[config.mk]
export PLATFORM = sky130hd
export DESIGN_NAME = mmga_ctrl
export DESIGN_NICKNAME = d
export VERILOG_FILES = /design/src/rtl/mmga_pkg.sv /design/src/rtl/mmga_ctrl.sv
export SDC_FILE = /design/constraint.sdc
export NUM_CORES = 1
export LEC_CHECK = 0
export ABC_AREA = 1
export BUFFER_PORTS_ARGS = -buffer_cell sky130_fd_sc_hd__buf_4
export CAP_MARGIN = 15
export CORE_MARGIN = 2
export CORE_UTILIZATION = 34
export DETAILED_ROUTE_END_ITERATION = 10
export HOLD_SLACK_MARGIN = 0.05
export PLACE_DENSITY = 0.64
export SLEW_MARGIN = 20
export SYNTH_ARGS = -nofsm -noshare
export SYNTH_HDL_FRONTEND = slang
export SYNTH_SLANG_ARGS = --single-unit
[constraint.sdc]
create_clock -name i_clk -period 1.8 [get_ports i_clk]
set_clock_uncertainty 0.15 [all_clocks]
set_input_delay 0.18 -clock i_clk [delete_from_list [all_inputs] [get_ports i_clk]]
set_output_delay 0.18 -clock i_clk [all_outputs]
set_load 0.01 [all_outputs]
[src/rtl/mmga_pkg.sv]
// Shared constants, command codes, handshake structs and the saturating adder.
package mmga_pkg;

    localparam int GROUPS    = 16;
    localparam int WORDS     = 64;
    localparam int LANES     = 16;
    localparam int MASK_BITS = 16;

    localparam int ACC_W  = 48;
    localparam int VAL_W  = 32;
    localparam int GRP_W  = 4;
    localparam int WORD_W = 6;
    localparam int LANE_W = 4;
    localparam int CMD_W  = 2;
    localparam int INTV_W = 10;

    localparam int ROWS   = GROUPS * WORDS;
    localparam int ROW_AW = $clog2(ROWS);

    localparam int CFG_IDX_W = 2;
    localparam int CFG_W     = 7;
    localparam int GCNT_W    = 5;
    localparam int WCNT_W    = 7;

    localparam logic [CMD_W-1:0] CMD_ACC   = 2'd0;
    localparam logic [CMD_W-1:0] CMD_READ  = 2'd1;
    localparam logic [CMD_W-1:0] CMD_CLEAR = 2'd2;
    localparam logic [CMD_W-1:0] CMD_NONE  = 2'd3;

    localparam logic [CFG_IDX_W-1:0] CFG_AGG_MODE    = 2'd0;
    localparam logic [CFG_IDX_W-1:0] CFG_GROUP_COUNT = 2'd1;
    localparam logic [CFG_IDX_W-1:0] CFG_WORD_COUNT  = 2'd2;

    localparam logic [GCNT_W-1:0] GCNT_RESET = GCNT_W'(1);
    localparam logic [WCNT_W-1:0] WCNT_RESET = WCNT_W'(64);

    localparam logic [ACC_W-1:0] ACC_MAX = {1'b0, {(ACC_W-1){1'b1}}};
    localparam logic [ACC_W-1:0] ACC_MIN = {1'b1, {(ACC_W-1){1'b0}}};

    typedef logic [LANES-1:0][ACC_W-1:0] t_row;

    // Commands from the controller to the datapath.
    typedef struct packed {
        logic              take;
        logic              commit;
        logic              emit;
        logic              sweep;
        logic [ROW_AW-1:0] sweep_addr;
    } t_dp_cmd;

    // Status from the datapath back to the controller.
    typedef struct packed {
        logic has_result;
        logic out_free;
    } t_dp_stat;

    // Adds a delta one bit wider than the accumulator and clamps to 48-bit signed.
    function automatic logic [ACC_W-1:0] sat_add(input logic [ACC_W-1:0] acc,
                                                 input logic [ACC_W:0]   delta);
        logic [ACC_W:0] s;
        s = {acc[ACC_W-1], acc} + delta;
        if (s[ACC_W] != s[ACC_W-1]) begin
            return s[ACC_W] ? ACC_MIN : ACC_MAX;
        end
        return s[ACC_W-1:0];
    endfunction

endpackage

[src/rtl/mmga_ctrl.sv]
// Controller state machine: reset clearing sweep, item intake and execution.
module mmga_ctrl (
    input  logic                 i_clk,
    input  logic                 i_rst_n,
    input  logic                 i_in_valid,
    output logic                 o_in_ready,
    input  mmga_pkg::t_dp_stat   i_stat,
    output mmga_pkg::t_dp_cmd    o_cmd
);

    localparam logic [1:0] S_CLEAR = 2'd0;
    localparam logic [1:0] S_IDLE  = 2'd1;
    localparam logic [1:0] S_EXEC  = 2'd2;

    logic [1:0]                    r_state, n_state;
    logic [mmga_pkg::ROW_AW-1:0]   r_sweep, n_sweep;
    logic                          accept;

    assign accept = i_in_valid && o_in_ready;

    always_comb begin
        n_state           = r_state;
        n_sweep           = r_sweep;
        o_in_ready        = 1'b0;
        o_cmd.take        = 1'b0;
        o_cmd.commit      = 1'b0;
        o_cmd.emit        = 1'b0;
        o_cmd.sweep       = 1'b0;
        o_cmd.sweep_addr  = r_sweep;
        unique case (r_state)
            S_CLEAR: begin
                o_cmd.sweep = 1'b1;
                n_sweep     = r_sweep + 1'b1;
                if (r_sweep == mmga_pkg::ROW_AW'(mmga_pkg::ROWS - 1)) begin
                    n_state = S_IDLE;
                end
            end
            S_IDLE: begin
                o_in_ready = 1'b1;
                o_cmd.take = accept;
                if (accept) begin
                    n_state = S_EXEC;
                end
            end
            S_EXEC: begin
                if (i_stat.has_result) begin
                    if (i_stat.out_free) begin
                        o_cmd.emit = 1'b1;
                        n_state    = S_IDLE;
                    end
                end else begin
                    o_cmd.commit = 1'b1;
                    n_state      = S_IDLE;
                end
            end
            default: begin
                n_state = S_CLEAR;
            end
        endcase
    end

    always_ff @(posedge i_clk) begin
        if (!i_rst_n) begin
            r_state <= S_CLEAR;
            r_sweep <= '0;
        end else begin
            r_state <= n_state;
            r_sweep <= n_sweep;
        end
    end

    a_accept_to_exec: assert property (@(posedge i_clk) disable iff (!i_rst_n)
        accept |=> r_state == S_EXEC)
        else $error("accepted beat did not move to execution");

    a_no_intake_in_sweep: assert property (@(posedge i_clk) disable iff (!i_rst_n)
        o_cmd.sweep |-> !o_in_ready && !o_cmd.emit && !o_cmd.commit)
        else $error("intake or execution during the clearing sweep");

    a_emit_only_when_free: assert property (@(posedge i_clk) disable iff (!i_rst_n)
        o_cmd.emit |-> i_stat.has_result && i_stat.out_free)
        else $error("result loaded into a full output register");

    a_commit_emit_exclusive: assert property (@(posedge i_clk) disable iff (!i_rst_n)
        !(o_cmd.commit && o_cmd.emit))
        else $error("commit and emit in the same cycle");

endmodule

== Yosys cells after proc, flatten, opt, wreduce, memory -nomap -nowiden ==
Index checks and enable logic that the tools add are counted.
Widths: inputs -> output; s select.
Word-level totals
  register bits after elaboration: 12
  bits in latches: 0
  bits in writable memories: 0
  bits in read-only memories: 0
  input port bits: 5
  output and inout port bits: 15
  word-level logic and storage cells: 24
  memories: 0
Cells by class
  add/sub/neg operators: 1
  multipliers: 0
  divide/modulo/power cells: 0
  order comparisons: 0
  eq/ne operators: 6
  shifts and indexed selects: 0
  multiplexer cells: 12
  bitwise logic cells: 0
  reductions and logical operators: 3
Operators with widths (number)
  $add 10x1->10 const B: 1
  $eq 10x10->1 const B: 1
  $mux 2: 5
  $mux 1: 6
  $pmux 2 s3: 1
  $ne 2x2->1 const B: 2
  $ne 3x3->1 const B: 1
  $reduce_and 3->1: 1
  $eq 2x1->1 const B: 1
  $eq 2x2->1 const B: 1
  $logic_not 2->1: 1
  $logic_and 1x1->1: 1

== Logic depth before layout (Yosys ltp) ==
Gate-level depths: netlist of the first run.
  word-level depth: 5
  gate-level depth with buffers: 8
  gate-level depth less buffers: 8

== Least setup slack after synthesis of the first run ==
OpenSTA, ideal clock, no wires.
  path kind: flip-flop to flip-flop
  start: register r_sweep[0] in the netlist's numbering
  end: register r_sweep[6] in the netlist's numbering
  setup time: 116 ps
  arrival: 1151 ps
  data required time: 1534 ps
  path slack: 383 ps
  stages on the path, launching flop included: 7
  buffers on the path: 0
  clock period less this slack: 1417 ps
  cell sequence: dfxtp_1 ha_1 nand3_1 nor3_2 nand2_1 nand2_1 a21oi_1
Between the ends
  cells in the longest elaborated chain, start to end: 1
Ends and longest elaborated chain
  start, declared: line mmga_ctrl.sv:16  | logic [mmga_pkg::ROW_AW-1:0] r_sweep, n_sweep;
  start signal, assigned: line mmga_ctrl.sv:68  | r_sweep <= n_sweep;
  $add 10x1->10: line mmga_ctrl.sv:33  | n_sweep = r_sweep + 1'b1;
Every way passes these cells.
A chain may end at the register's enable or synchronous reset.

== Worst setup path in the final report of the first run ==
Same ends and word-level chain as after synthesis.

==> results of run 1 <==
==> cell type report <==
class / instances / area [sq um]
Clock buffer: 4 / 36.3
Sequential cell: 12 / 240
Tap cell: 25 / 31.3
Multi-Input combinational cell: 58 / 302
Fill cell: 181 / 882
Timing Repair Buffer: 20 / 153
Inverter: 17 / 63.8
==> metrics by stage <==
stage	power (mW)	std cells	worst slack, ps	util	area, sq um
after floorplan	0.305	88	383	-	609
after global placement	0.326	131	403	0.456	779
after detailed placement	0.326	131	313	0.456	779
after CTS	0.538	136	298	0.484	826
after global routing	0.555	136	205	0.484	826
final	0.533	136	308	0.484	826
==> layer usage <==
layer,vias up,GRT usage,wire [um]
met4,0,0.0171,4
met2,13,0.203,570
li1,325,-,-
met1,264,0.164,592
met3,2,0.0353,61
met5,-,0,0
==> power by group <==
group / switching (mW) / leakage [nW] / internal [mW]
Combinational: 0.0196 / 0.288 / 0.0227
Clock: 0.0897 / 0.0210 / 0.123
Sequential: 0.00715 / 0.0973 / 0.271
Total: 0.116 / 0.406 / 0.417
==> flip-flops by register name, indices dropped and copies added, names as in the netlist <==
signal   cells
r_sweep     10
r_state      2
==> worst max-delay path: stages, from the launching register on <==
cell     delay [ps]
dfxtp_1         430
ha_1            210
nand3_1         150
nor3_2          260
nand2_1          90
nand2_1          70
a21oi_1          40
==> logic make-up (layout without fill, tap and decap cells) <==
| family | after synthesis | count (layout) |
|---|---|---|
| flip-flops | 12 | 12 |
| buffers and inverters | 18 | 41 |
| adder cells (fa/ha/maj) | 1 | 1 |
| AO/OA/AOI/OAI | 12 | 12 |
| AND/OR/NAND/NOR | 45 | 45 |
==> what timing repair did <==
action                                 in CTS  in global routing
endpoints found under the hold margin       1                  0
hold buffers                                1                  0
resized for setup                           0                  0
==> cells in the mapped netlist, types with 2 or more instances <==
| master | count | area (sq um) |
|---|---|---|
| inv_1 | 16 | 60.1 |
| dfxtp_1 | 12 | 240 |
| nor2_2 | 2 | 12.5 |
| nand3_1 | 3 | 15.0 |
| nor2_1 | 12 | 45.0 |
| nand2_2 | 2 | 12.5 |
| nand2_1 | 14 | 52.6 |
| nor2_4 | 2 | 22.5 |
| o21ai_0 | 4 | 20.0 |
| nor3_1 | 3 | 15.0 |
| nand4_1 | 3 | 18.8 |
| a21oi_1 | 7 | 35.0 |
==> worst max-delay path by stage <==
stage                           from         end  slack (ps)  depth (start not counted)
final                     r_sweep[0]  r_sweep[6]         310                          6
after global routing      r_state[1]   o_cmd[11]         210                          5
after CTS                 r_sweep[0]  r_sweep[6]         300                          6
after detailed placement  r_sweep[0]  r_sweep[6]         310                          6
after global placement    r_sweep[0]  r_sweep[6]         400                          6
after floorplan           r_sweep[0]  r_sweep[6]         380                          6
==> results.py, run 1 <==
metrics = {
    "run_status": {
        "status": "complete, no violations",
    },
    "worst_setup_path": {
        "critPathArrivalTime_ps": 1500,
        "reg2reg_from": "r_sweep[0]",
        "cp_max_fo": 5,
        "reg2reg_depth": 6,
        "end_kind": "flop",
        "reg2reg_slack_ps": 310,
        "r2r-end": "r_sweep[6]",
        "critPathLaunchType": "flop",
        "worstPathRequired_ps": 1810,
        "path_class": "reg -> reg",
    },
    "power": {
        "ir_worst_vdd_uv": 316,
        "power.density_mw_per_mm2": 646,
        "power_leakage_nw": 0.406,
    },
    "final_layout": {
        "final_common_cell": "buf_4",
        "n_antenna_cell": 0,
        "layout-drive-gt1-share": 0.297,
        "layout_common_cells": "buf_4 (19), inv_1 (16), nand2_1 (14)",
        "fin_nets": 118,
        "area_growth_pct": 35.5,
    },
    "grt": {
        "grt_pass1_wl_um": 1900,
        "grt_max_degree": 11,
        "antenna_found_initial": 0,
        "gr-total-overflow": 0,
        "track_usage": 0.123,
        "grt_pass1_vias": 490,
    },
    "routing": {
        "wl_per_cell_um": 9.04,
        "drt_first_pass_iters": 2,
        "dr.first_iter.drc_count": 2,
        "vias": 604,
        "vias_per_cell": 4.44,
        "antenna_left": 0,
        "drc_errors": 0,
        "drt_wl_total_um": 1230,
    },
    "cts": {
        "clkTransAtPathRegs_ps": 80,
        "cts_num_sinks": 12,
        "clk_latency_ps": 260,
        "cts_setup_buffers": 0,
        "ctsHtreeMaxLevel": 1,
        "numCtsBuffers": 3,
        "cts_tree": "built",
        "clockBufferDepth": 2,
        "clock-root-buffer": "clkbuf_4",
    },
    "timing": {
        "finalCritPeriodShare": 0.829,
        "fin_hold_ws_ps": 50.9,
        "relSlewSlack": 0.801,
        "setup_violations": 0,
        "rsz0062_at_grt": "no",
        "max_freq_ghz": 0.670,
        "final_max_slew_viol_count": 0,
        "finalSetupTns_ps": 0,
        "tightest_slew_ps": 297,
        "post-route-min-period_ps": 1490,
        "finalHoldViolCount": 0,
    },
    "worst_hold_path": {
        "hp-class": "in -> reg",
        "min_from": "i_rst_n",
        "holdPathStages": 3,
        "min_to": "r_sweep[8]",
    },
    "floorplan": {
        "core-area_sq_mm": 0.00171,
        "die_area_sq_mm": 0.00215,
        "die_w_um": 46.3,
        "io_pins": 20,
        "die_y_um": 46.3,
        "rows": 15,
        "start_util": 0.357,
    },
    "synthesis": {
        "synth_xor_area_frac": 0,
        "syn_nets": 94,
        "synth_enable_flop_cells": 0,
        "synth.yosys.seq_area_share": 0.394,
        "ys_ff_latch": 12,
        "ys_types": 20,
        "ys_async_sr_fraction": 0,
        "ys_warn_count": 0,
        "synth.mux.area_fraction": 0,
        "netlist_area_sq_um": 609,
        "synthCells": 88,
        "synth_fa_ha_area_frac": 0.0205,
        "synthFlopType": "dfxtp_1",
        "synth_compound_area_frac": 0.0986,
        "syn_avg_cell_area_sq_um": 6.92,
        "synth_simple_gate_area_frac": 0.376,
        "synth_top_family_by_area": "simple AND/OR/NAND/NOR gates",
    },
    "placed_design": {
        "port_buffers": 19,
        "globalplace.congestion": 0.713,
        "hpwl_um": 981,
    },
    "job": {
        "maxCapViolations": 0,
    },
}
Note: power is estimated with default switching activity, not from simulation.
==> run 2, diff against run 1 <==
clock period = 1.47 ns   (was 1.8 ns; I/O delays follow)
==> results.py, run 2 (same netlist as run 1, synthesis figures left out) <==
metrics = {
    "run_status": {
        "status": "complete, no violations",
    },
    "worst_setup_path": {
        "critPathBufInv": 4,
        "critPathLaunchType": "primary input",
        "cpPeakStageDelay_ps": 540,
        "cp_cell_sequence": "dlygate4sd3_1, buf_4, nand2_1, inv_1, buf_4",
        "end_kind": "output port",
        "cp_common_cell": "buf_4",
        "worstPathRequired_ps": 1170,
        "cp_slowest_cell": "dlygate4sd3_1",
        "reg2reg_slack_ps": 150,
        "critPathArrivalTime_ps": 1060,
        "path_class": "in -> out",
        "cp_max_fo": 2,
        "cp_top_family": "buffers and inverters",
    },
    "timing": {
        "tightest_slew_ps": 299,
        "post-route-min-period_ps": 1360,
        "max_freq_ghz": 0.735,
        "setup_violations": 0,
        "setup_slack_ps": 109,
        "finalSetupTns_ps": 0,
        "finalCritPeriodShare": 0.926,
        "rsz0062_at_grt": "no",
        "finalHoldViolCount": 0,
        "final_max_slew_viol_count": 0,
        "relSlewSlack": 0.799,
    },
    "grt": {
        "grt_max_degree": 11,
        "antenna_found_initial": 0,
        "track_usage": 0.129,
        "gr-total-overflow": 0,
        "grt_pass1_vias": 503,
        "grt_pass1_wl_um": 1970,
    },
    "worst_hold_path": {
        "hp-class": "in -> reg",
    },
    "power": {
        "ir_worst_vdd_uv": 501,
        "power.density_mw_per_mm2": 757,
        "power_leakage_nw": 0.426,
    },
    "cts": {
        "clockBufferDepth": 2,
        "clock-root-buffer": "clkbuf_4",
        "numCtsBuffers": 3,
        "cts_num_sinks": 12,
        "ctsHtreeMaxLevel": 1,
        "clk_latency_ps": 270,
        "clkTransAtPathRegs_ps": 80,
        "cts_tree": "built",
    },
    "placed_design": {
        "globalplace.congestion": 0.730,
        "port_buffers": 19,
        "dp_cells": 132,
        "hpwl_um": 977,
        "dp_slack_ps": 76.7,
    },
    "routing": {
        "drc_errors": 0,
        "antenna_left": 0,
        "vias_per_cell": 4.35,
        "vias": 609,
        "drt_wl_total_um": 1250,
        "drt_first_pass_iters": 4,
        "dr.first_iter.drc_count": 6,
        "wl_per_cell_um": 8.94,
    },
    "floorplan": {
        "start_util": 0.357,
        "die_w_um": 46.3,
        "die_area_sq_mm": 0.00215,
        "rows": 15,
        "die_y_um": 46.3,
        "core-area_sq_mm": 0.00171,
        "io_pins": 20,
    },
    "final_layout": {
        "n_antenna_cell": 0,
        "area_growth_pct": 43.3,
        "largestRegisters": "r_sweep: 10 flops, r_state: 2 flops",
        "layout-drive-gt1-share": 0.339,
        "instances_no_fill": 140,
        "final_common_cell": "buf_4",
        "fin_nets": 122,
        "largest_register_ffs": 10,
        "layout_common_cells": "buf_4 (21), inv_1 (16), nand2_1 (14)",
        "regMostFlops": "r_sweep",
        "final_util": 0.511,
        "nFillCells": 170,
    },
    "job": {
        "maxCapViolations": 0,
    },
}
## run 2: power breakdown
part / total, mW / leakage [nW] / internal [mW] / switching [mW]
Clock: 0.262 / 0.0210 / 0.150 / 0.111
Sequential: 0.337 / 0.0986 / 0.330 / 0.00693
Combinational: 0.0623 / 0.306 / 0.0338 / 0.0285
## run 2: final timing paths
check	from	end	cells past startpoint
hold reg to reg	r_sweep[6]	r_sweep[6]	2
setup reg to reg	r_sweep[1]	r_sweep[8]	6
hold / removal	i_stat[1]	r_state[1]	3
setup / recovery	i_in_valid	o_cmd[13]	5
## run 2: repair_timing
action	in CTS	in global routing
buffers inserted	0	1
resized for setup	0	5
endpoints found under the setup margin	0	5
endpoints found under the hold margin	10	0
hold buffers	3	0
## run 2: final cells by class
type / count / area, sq um / share of cell area
multi-input combinational: 58 / 309 / 0.354
sequential: 12 / 245 / 0.281
timing repair buffer: 24 / 188 / 0.215
inverter: 17 / 63.8 / 0.0731
clock buffer: 4 / 36.3 / 0.0415
tap: 25 / 31.3 / 0.0358
## run 2: through the flow
step | power [mW] | hold WS (ps) | cell area, sq um
2_1_floorplan | 0.374 | 165 | 609
3_3_place_gp | 0.401 | 297 | 787
3_5_place_dp | 0.403 | 300 | 787
4_1_cts | 0.670 | 55.1 | 853
5_1_grt | 0.690 | 64.1 | 873
6_report | 0.661 | 43.0 | 873
## run 2: metal layers
layer | up-vias | global-route usage | wire length [um]
met5 | - | 0 | 0
met4 | 0 | 0.0686 | 12
met3 | 2 | 0.0235 | 57
met2 | 13 | 0.197 | 571
met1 | 259 | 0.171 | 610
li1 | 335 | - | -
## run 2: worst register-to-register path: stages, from the launching register on
cell	delay, ps
dfxtp_1	380
ha_1	210
nand3_2	120
nor2_2	170
nand3_1	90
nand2_1	70
nor2_1	30
==> run 3, diff against run 2 <==
ABC_AREA = default   (was 1)
CAP_MARGIN = 20   (was 15)
clock period = 1.6 ns   (was 1.47 ns; I/O delays follow)
==> results.py, run 3 <==
metrics = {
    "run_status": {
        "status": "complete, no violations",
    },
    "final_layout": {
        "layout_common_cells": "buf_4 (25), dfxtp_1 (10), a21oi_1 (8)",
        "regMostFlops": "r_sweep",
        "n_antenna_cell": 0,
        "instances_no_fill": 121,
        "fin_area_sq_um": 870,
        "fin_nets": 103,
        "layout-drive-gt1-share": 0.406,
        "largest_register_ffs": 10,
        "area_growth_pct": 41.3,
        "final_common_cell": "buf_4",
        "largestRegisters": "r_sweep: 10 flops, r_state: 2 flops",
        "final_util": 0.509,
        "nFillCells": 169,
    },
    "power": {
        "ir_worst_vdd_uv": 299,
        "finalPower_uw": 611,
        "power.density_mw_per_mm2": 703,
        "power_leakage_nw": 0.338,
    },
    "floorplan": {
        "io_pins": 20,
        "die_y_um": 46.6,
        "die_w_um": 46.6,
        "rows": 15,
        "die_area_sq_mm": 0.00217,
        "core-area_sq_mm": 0.00171,
        "start_util": 0.360,
    },
    "synthesis": {
        "yosysMostFrequentCell": "dfxtp_1",
        "synth_simple_gate_area_frac": 0.317,
        "synth_xor_area_frac": 0.0285,
        "synth_fa_ha_area_frac": 0.0203,
        "synth.yosys.seq_area_share": 0.390,
        "syn_nets": 75,
        "ys_async_sr_fraction": 0,
        "synthFlopType": "dfxtp_1",
        "synth_top_area_cell": "dfxtp_1",
        "synth_enable_flop_cells": 0,
        "ys_warn_count": 0,
        "syn_avg_cell_area_sq_um": 8.92,
        "synth.mux.area_fraction": 0.0163,
        "netlist_area_sq_um": 616,
        "ys_types": 27,
        "yosys-top-cells-area": "dfxtp_1 (39%), a21oi_1 (6.5%), o31ai_1 (6.1%)",
        "synthCells": 69,
        "synthTopCellsByCount": "dfxtp_1 (12), a21oi_1 (8), nor2_1 (5), o31ai_1 (5)",
        "ys_ff_latch": 12,
        "synth_top_cell_area_share": 0.390,
        "synth_top_family_by_area": "simple AND/OR/NAND/NOR gates",
        "synth_compound_area_frac": 0.161,
    },
    "cts": {
        "cts_tree": "built",
        "clk_latency_ps": 270,
        "ctsHtreeMaxLevel": 1,
        "cts_num_sinks": 12,
        "clkTransAtPathRegs_ps": 70,
        "cts_setup_buffers": 0,
        "clock-root-buffer": "clkbuf_4",
        "numCtsBuffers": 3,
        "clockBufferDepth": 2,
    },
    "grt": {
        "track_usage": 0.153,
        "grt_pass1_vias": 545,
        "grt_pass1_wl_um": 2330,
        "gr-total-overflow": 0,
        "grt_max_degree": 12,
        "antenna_found_initial": 0,
    },
    "routing": {
        "vias_per_cell": 4.93,
        "dr.first_iter.drc_count": 13,
        "drc_errors": 0,
        "drt_wl_total_um": 1370,
        "antenna_left": 0,
        "drt_first_pass_iters": 4,
        "wl_per_cell_um": 11.3,
        "vias": 597,
    },
    "worst_setup_path": {
        "critPathArrivalTime_ps": 1230,
        "critPathLaunchType": "flop",
        "critPathBufInv": 2,
        "end_kind": "output port",
        "cpPeakStageDelay_ps": 340,
        "path_class": "reg -> out",
        "cp_top_family": "flip-flops",
        "worstPathRequired_ps": 1290,
        "cp_max_fo": 4,
        "cp_cell_sequence": "buf_4, nor2_1, buf_4",
        "cp_slowest_cell": "dfxtp_1",
        "cp_common_cell": "buf_4",
    },
    "placed_design": {
        "place_area_sq_um": 808,
        "hpwl_um": 1030,
        "dp_slack_ps": 70.2,
        "port_buffers": 19,
        "globalplace.congestion": 0.811,
        "dp_cells": 116,
    },
    "timing": {
        "setup_slack_ps": 58.8,
        "max_freq_ghz": 0.649,
        "final_max_slew_viol_count": 0,
        "setup_violations": 0,
        "finalSetupTns_ps": 0,
        "post-route-min-period_ps": 1540,
        "fin_hold_ws_ps": 88.4,
        "finalCritPeriodShare": 0.963,
        "relSlewSlack": 0.735,
        "finalHoldViolCount": 0,
        "tightest_slew_ps": 394,
        "rsz0062_at_grt": "yes",
    },
    "job": {
        "maxCapViolations": 0,
    },
    "worst_hold_path": {
        "hp-class": "in -> reg",
    },
}
-- run 3: changes by cell type in the layout (fill, tap and decap cells not counted), sizes merged, moves of 4 or more --
cell / previous run / this run
o31ai: 0 / 5
nor3: 4 / 0
buf: 21 / 25
nor2: 16 / 5
nand2: 16 / 4
inv: 17 / 3
or4: 0 / 4
-- run 3: path summary, 6_finish.rpt --
kind / end / depth (start not counted) / slack, ps / startpoint
setup / recovery: o_cmd[10] / 3 / 60 / r_state[0]
hold / removal: r_state[0] / 3 / 90 / i_in_valid
setup reg to reg: r_sweep[8] / 4 / 80 / r_sweep[0]
hold reg to reg: r_sweep[9] / 2 / 350 / r_sweep[9]
-- run 3: what timing repair did --
| item | CTS | global route |
|---|---|---|
| hold buffers | 1 | 0 |
| endpoints found under the hold margin | 2 | 0 |
| resized for setup | 0 | 5 |
| setup endpoints to repair | 0 | 3 |
-- run 3: kinds of logic (layout without fill, tap and decap cells) --
logic type / count (synthesis) / after routing
xor gates and xnor gates: 2 / 2
DFF: 12 / 12
muxes: 1 / 1
and+or+nand+nor: 29 / 29
adders and majority gates: 1 / 1
AOI/OAI and AO/OA: 17 / 17
buffers and inverters: 7 / 34
-- run 3: power by group --
group	switching [mW]	internal, mW
Clock	0.102	0.138
Combinational	0.0278	0.0324
Sequential	0.00529	0.305
Total	0.135	0.476
-- run 3: layout make-up --
class | count | area, sq um | share of cell area
clock buffers | 4 | 36.3 | 0.0417
inverters | 4 | 15.0 | 0.0173
multi-input cells | 50 | 347 | 0.399
flip-flops and latches | 12 | 243 | 0.279
well taps | 25 | 31.3 | 0.0360
repair buffers | 26 | 198 | 0.227
-- run 3: worst reg2reg max path: cells and delay by family, from the launching register on --
| family | cells | cell delay, ps |
|---|---|---|
| AO/OA/AOI/OAI | 1 | 160 |
| AND/OR/NAND/NOR | 2 | 580 |
| adder cells (fa/ha/maj) | 1 | 220 |
| flip-flops | 1 | 340 |
-- run 3: routing by layer --
| metal | part of all wire | vias up | GRT usage |
|---|---|---|---|
| met3 | 0.075 | 0 | 0.0549 |
| li1 | - | 307 | - |
| met5 | 0 | - | 0 |
| met2 | 0.46 | 19 | 0.236 |
| met4 | 0 | 0 | 0.0686 |
| met1 | 0.47 | 271 | 0.188 |
